`src/rtl/core/lpba_pkg.sv`:
```
// shared types and constants of the lidar point to box assigner
package lpba_pkg;

  localparam int MAX_BOXES_DEF  = 16;
  localparam int PIXEL_BITS_DEF = 13;

  localparam logic [2:0] ST_REJECTED = 3'd0;
  localparam logic [2:0] ST_OFF_IMG  = 3'd1;
  localparam logic [2:0] ST_NO_BOX   = 3'd2;
  localparam logic [2:0] ST_ASSIGNED = 3'd3;
  localparam logic [2:0] ST_LOADED   = 3'd4;

  localparam logic [2:0] REG_FOCAL_X  = 3'd0;
  localparam logic [2:0] REG_FOCAL_Y  = 3'd1;
  localparam logic [2:0] REG_SKEW     = 3'd2;
  localparam logic [2:0] REG_CENTER_X = 3'd3;
  localparam logic [2:0] REG_CENTER_Y = 3'd4;
  localparam logic [2:0] REG_COLUMNS  = 3'd5;
  localparam logic [2:0] REG_ROWS     = 3'd6;
  localparam logic [2:0] REG_BOXES    = 3'd7;

  localparam logic OP_LOAD = 1'b0;

  // numerator width: 24x20 products plus sums
  localparam int NUM_W = 47;

  typedef struct packed {
    logic        opcode;
    logic [3:0]  box_slot;
    logic [12:0] box_left;
    logic [12:0] box_right;
    logic [12:0] box_top;
    logic [12:0] box_bottom;
    logic signed [19:0] point_x;
    logic signed [19:0] point_y;
    logic signed [19:0] point_z;
    logic        point_finite;
  } request_t;

  typedef struct packed {
    logic [2:0]  status;
    logic [3:0]  box_index;
    logic signed [23:0] pixel_u;
    logic signed [23:0] pixel_v;
  } result_t;

  typedef enum logic [2:0] {
    S_IDLE, S_MUL, S_DIV, S_SCAN, S_DONE
  } state_t;

endpackage

```
`src/rtl/core/lpba_serial_div.sv`:
```
// radix-2 restoring divider for two numerators sharing one divisor, one bit a cycle
module lpba_serial_div (
  input  logic clk,
  input  logic rst,
  input  logic start,
  input  logic signed [lpba_pkg::NUM_W-1:0] num_a,
  input  logic signed [lpba_pkg::NUM_W-1:0] num_b,
  input  logic [18:0] den,
  output logic done,
  output logic signed [23:0] quo_a,
  output logic signed [23:0] quo_b
);
  import lpba_pkg::*;

  localparam int MAG_W = NUM_W;
  localparam int CNT_W = $clog2(MAG_W + 1);

  logic [MAG_W-1:0] qa, qb;
  logic [19:0] ra, rb;
  logic        neg_a, neg_b;
  logic [CNT_W-1:0] cnt;
  logic        run;

  logic [20:0] ta, tb;
  logic [MAG_W:0] fa, fb;
  logic signed [MAG_W+1:0] sa, sb;

  // trial subtract of the shifted remainder
  always_comb begin
    ta = {ra, qa[MAG_W-1]} - {2'b00, den};
    tb = {rb, qb[MAG_W-1]} - {2'b00, den};
  end

  always_ff @(posedge clk) begin
    if (rst) begin
      run <= 1'b0;
      done <= 1'b0;
      cnt <= '0;
    end else begin
      done <= 1'b0;
      if (start) begin
        run <= 1'b1;
        cnt <= CNT_W'(MAG_W);
      end else if (run) begin
        cnt <= cnt - 1'b1;
        if (cnt == CNT_W'(1)) begin
          run <= 1'b0;
          done <= 1'b1;
        end
      end
    end
  end

  // magnitude bits shift out at the top into the remainder, quotient bits shift in at the bottom
  always_ff @(posedge clk) begin
    if (start) begin
      neg_a <= num_a[NUM_W-1];
      neg_b <= num_b[NUM_W-1];
      qa <= num_a[NUM_W-1] ? MAG_W'(-num_a) : MAG_W'(num_a);
      qb <= num_b[NUM_W-1] ? MAG_W'(-num_b) : MAG_W'(num_b);
      ra <= '0;
      rb <= '0;
    end else if (run) begin
      if (!ta[20]) begin
        ra <= ta[19:0];
        qa <= {qa[MAG_W-2:0], 1'b1};
      end else begin
        ra <= {ra[18:0], qa[MAG_W-1]};
        qa <= {qa[MAG_W-2:0], 1'b0};
      end
      if (!tb[20]) begin
        rb <= tb[19:0];
        qb <= {qb[MAG_W-2:0], 1'b1};
      end else begin
        rb <= {rb[18:0], qb[MAG_W-1]};
        qb <= {qb[MAG_W-2:0], 1'b0};
      end
    end
  end

  // sign and saturate
  always_comb begin
    fa = {1'b0, qa};
    fb = {1'b0, qb};
    sa = neg_a ? -$signed({1'b0, fa}) : $signed({1'b0, fa});
    sb = neg_b ? -$signed({1'b0, fb}) : $signed({1'b0, fb});
    if (sa > $signed((MAG_W+2)'(8388607))) quo_a = 24'sd8388607;
    else if (sa < -$signed((MAG_W+2)'(8388608))) quo_a = -24'sd8388608;
    else quo_a = sa[23:0];
    if (sb > $signed((MAG_W+2)'(8388607))) quo_b = 24'sd8388607;
    else if (sb < -$signed((MAG_W+2)'(8388608))) quo_b = -24'sd8388608;
    else quo_b = sb[23:0];
  end

endmodule

```
`config.mk`:
```
export PLATFORM = sky130hd
export DESIGN_NAME = lpba_serial_div
export DESIGN_NICKNAME = d
export VERILOG_FILES = /design/src/rtl/core/lpba_pkg.sv /design/src/rtl/core/lpba_serial_div.sv
export SDC_FILE = /design/constraint.sdc
export NUM_CORES = 1
export LEC_CHECK = 0
export BUFFER_PORTS_ARGS = -buffer_cell sky130_fd_sc_hd__buf_4
export CORE_UTILIZATION = 39
export CTS_BUF_LIST = sky130_fd_sc_hd__clkbuf_16
export DETAILED_ROUTE_END_ITERATION = 8
export GPL_ROUTABILITY_DRIVEN = 0
export HOLD_SLACK_MARGIN = 0.06
export SLEW_MARGIN = 0
export SYNTH_ARGS = -nofsm -noshare
export SYNTH_HDL_FRONTEND = slang
export SYNTH_SLANG_ARGS = --single-unit
```
`constraint.sdc`:
```
create_clock -name clk -period 4.1 [get_ports clk]
set_input_delay 0.205 -clock clk [delete_from_list [all_inputs] [get_ports clk]]
set_output_delay 0.205 -clock clk [all_outputs]
set_load 0.01 [all_outputs]
```
==> results by group <==
Status
  – Outcome: finished, violations left
  – Violated checks: setup timing

Detailed routing
  – DRC: 0
  – Post-route ant nets: 0
  – Routed WL per cell: 17.6 µm
  – Vias per std cell: about 5.7
  – DRT iter0 DRCs: between 900 and 1k
  – Router iterations before antenna repair: 5
  – Total number of vias: between 10k and 15k
  – Routed wire length: just under 40000 µm

Layout
  – Final cell count without fillers: about 2.2k
  – Layout Nets: about 1.9k
  – Most frequent cells in the layout: 228 x buf_4, 180 x nor2_1, 139 x xor2_1
  – Layout Area Growth over Synthesis: 24.0%
  – Layout cells sized above 1: 0.220
  – Commonest non-fill, non-tap cell in the layout: buf_4
  – Final Cell Area: about 16000 µm²
  – Post-layout util: 0.494

Global route
  – GRT Total Usage: 0.222
  – First-pass GRT wire length: around 60000 µm
  – Largest net degree at the start of global routing: 77
  – Vias in the first global route: ~11k
  – Grt ovf: 0
  – Initial antenna violation count: 2

Timing
  – Final period util: 1.03
  – Worst-Margin Slew: between 700 and 800 ps
  – Clk_skew: about 11 ps
  – Setup_tns: -2540 ps
  – Hold slack: roughly 110 ps
  – Fmax: ~0.24 GHz
  – RSZ-0062 raised after global routing: true
  – Final worst slack: -108 ps
  – Post-layout minimum cycle time: about 4200 ps
  – Hold Vio Cnt, Final: 0
  – Max_slew headroom: 0.473
  – Final Max Tran Viols: 0
  – Finish-stage setup viols: between 40 and 50

CTS
  – CTS tree: yes
  – Total CTS buffers: 17
  – Clock-pin slew of the registers on the worst-case setup and hold paths: around 60 ps
  – Clk Latency, worst-skew pair: ~430 ps
  – Maximum root-to-sink buffer count: 2
  – Root Driver: clkbuf_16
  – CTS sink count: 144
  – H-tree depth: 4

Synth
  – Cell variety after synth: slightly below 80
  – Post-Syn Area: about 13000 µm²
  – Cell count after synthesis: between 1.5k and 2k
  – Synth Area in Simple Gates: 0.214
  – Adder-Cell Fraction of Synth Area: 0.0453
  – Sequential fraction of the synthesis area: 0.295
  – Most common flop cell mapped by yosys: edfxtp_1
  – Number of flops mapped to enable cells by yosys: 96
  – Synth Net Count: approximately 1.7k
  – Compound-gate portion of the synthesized area: 0.219
  – Xor/xnor share of the synthesized area: 0.133
  – Syn. warnings: 0
  – Mapped Avg Cell Area: between 8 and 9 µm²
  – Synth Register Bits: between 100 and 150
  – Mux cell area share after synthesis: 0.0476
  – Largest family of logic cells by synthesized area: compound AO/OA/AOI/OAI gates
  – Post-synth ARST share: 0

Critical path
  – Crit Path Class: reg2out
  – Flop2flop setup slack: 440 ps
  – Worst R2R Start: qa[46]
  – R2R depth: 13
  – Worst Setup Start Kind: flip-flop
  – Top fanout value on the critical path: 5
  – Critical path endpoint category: primary output
  – Required @ worst endpoint: approximately 3900 ps
  – RR Endpoint: ra[5]
  – Crit path cell chain: or4_4 > or3_4 > or4_4 > or4_1 > o21ai_1 > nor4b_4 > nand4_1 > o41ai_4 > buf_4 > buf_6 > o21ai_1 > buf_4
  – Worst EP arrival: ~4000 ps
  – CP max-delay cell: or4_4
  – Worst path max stage delay: between 500 and 600 ps

Power
  – Total power: 5.22 mW
  – Maximum vdd drop: a little over 0.3 mV
  – Power density over cell area: roughly 320 nW/µm²
  – Leakage power: 6.27 nW

Placement
  – Pre-CTS WS: approximately 84 ps
  – Port Buf Inserts: about 160
  – Placed Area: roughly 15000 µm²
  – Placed Cells: 2141
  – DP HPWL: 28400 µm

Floorplan
  – Die Area: 34100 µm²
  – Io pins: roughly 170
  – CORE AREA: 32700 µm²
  – Initial Util: 0.398
  – Die W: approximately 180 µm
  – Row cnt: between 60 and 70
  – Die H: between 150 and 200 µm

Hold path
  – Hold_sp: num_b[0]
  – Hold EP: qb[0]
  – Worst Hold Depth: 3
  – Worst min path class: in2reg

Run
  – Max-cap violation count: 0
## registers in the layout, summed over array words and instances, names as in the netlist
signal / cells
done: 1
neg_a: 1
run: 1
qa: 47
qb: 47
neg_b: 1
cnt: 6
ra: 20
rb: 20
## worst max-delay path: cells and delay by family (launching register included)
family / cells / cell delay (ps)
flip-flops: 1 / 380
buffers and inverters: 3 / 430
AND/OR/NAND/NOR: 6 / 2240
AO/OA/AOI/OAI: 3 / 520
## logic make-up (layout without fill, tap and decap cells)
group | count (synthesis) | in the layout
buf+inv | 153 | 336
simple gates | 541 | 541
fa+ha+maj | 46 | 46
compound gates | 439 | 441
other cells | 0 | 2
xor+xnor | 198 | 198
flops | 144 | 144
mux | 59 | 59
## Yosys cell counts (all sizes together) (9+ instances only)
library cell | instances | share of area
nor3 | 45 | 0.019
nand4 | 18 | 0.0086
mux2i | 36 | 0.028
or3 | 37 | 0.018
a32oi | 10 | 0.0067
o31ai | 40 | 0.023
nor2b | 9 | 0.0043
o21ai | 125 | 0.048
or4 | 34 | 0.021
a21o | 16 | 0.0092
clkbuf | 83 | 0.024
nand2 | 91 | 0.026
nor4 | 29 | 0.016
a21oi | 111 | 0.043
dfxtp | 48 | 0.074
nand3 | 32 | 0.013
buf | 11 | 0.0047
xnor2 | 59 | 0.040
nand2b | 15 | 0.0072
ha | 44 | 0.042
o41ai | 37 | 0.027
a31oi | 14 | 0.0067
a211oi | 31 | 0.018
xor2 | 139 | 0.093
o21a | 14 | 0.0081
or2 | 9 | 0.0043
nor2 | 183 | 0.053
mux2 | 23 | 0.020
inv | 59 | 0.017
edfxtp | 96 | 0.22
## where the power goes
group	switching (mW)	total [mW]	internal, mW
clock	0.663	1.62	0.954
combinational	0.898	1.65	0.747
sequential	0.216	1.95	1.74
total	1.78	5.22	3.44
## worst max-delay path by stage
stage          startpoint         to  slack [ps]  cells after the start
5_1_grt            qa[14]   quo_a[2]        -300                     13
3_5_place_dp        qb[0]   quo_b[1]          80                     13
4_1_cts            qa[35]   quo_a[7]        -140                     12
6_report           qa[35]   quo_a[7]        -110                     12
2_1_floorplan       qb[0]  quo_b[10]         280                     13
3_3_place_gp       qa[38]   quo_a[2]         160                     11
## cell type report
class                      instances  area (µm²)
sequential                       144        3840
clock inverter                    15         171
tap                              442         553
antenna                            2        5.00
fill                            3228       16600
timing repair buffer             245        1950
inverter                          59         224
clock buffer                      17         425
multi-input combinational       1285        8980
## metal layers
layer | share of wire | routed length, µm | vias up | global-route usage
met4 | 0.028 | 1100 | 0 | 0.0823
met3 | 0.044 | 1690 | 81 | 0.0298
met1 | 0.46 | 17800 | 5963 | 0.296
met5 | 0 | 0 | - | 0
met2 | 0.47 | 18300 | 370 | 0.364
li1 | - | - | 6229 | -
## what timing repair did
item	4_1_cts	5_1_grt
endpoints found under the hold margin	8	0
resized for setup	38	73
gates cloned	2	5
setup endpoints to repair	46	51
pin swaps	6	21
buffers inserted	10	17
hold buffers	1	0
Power figures use the tool's default switching activity.
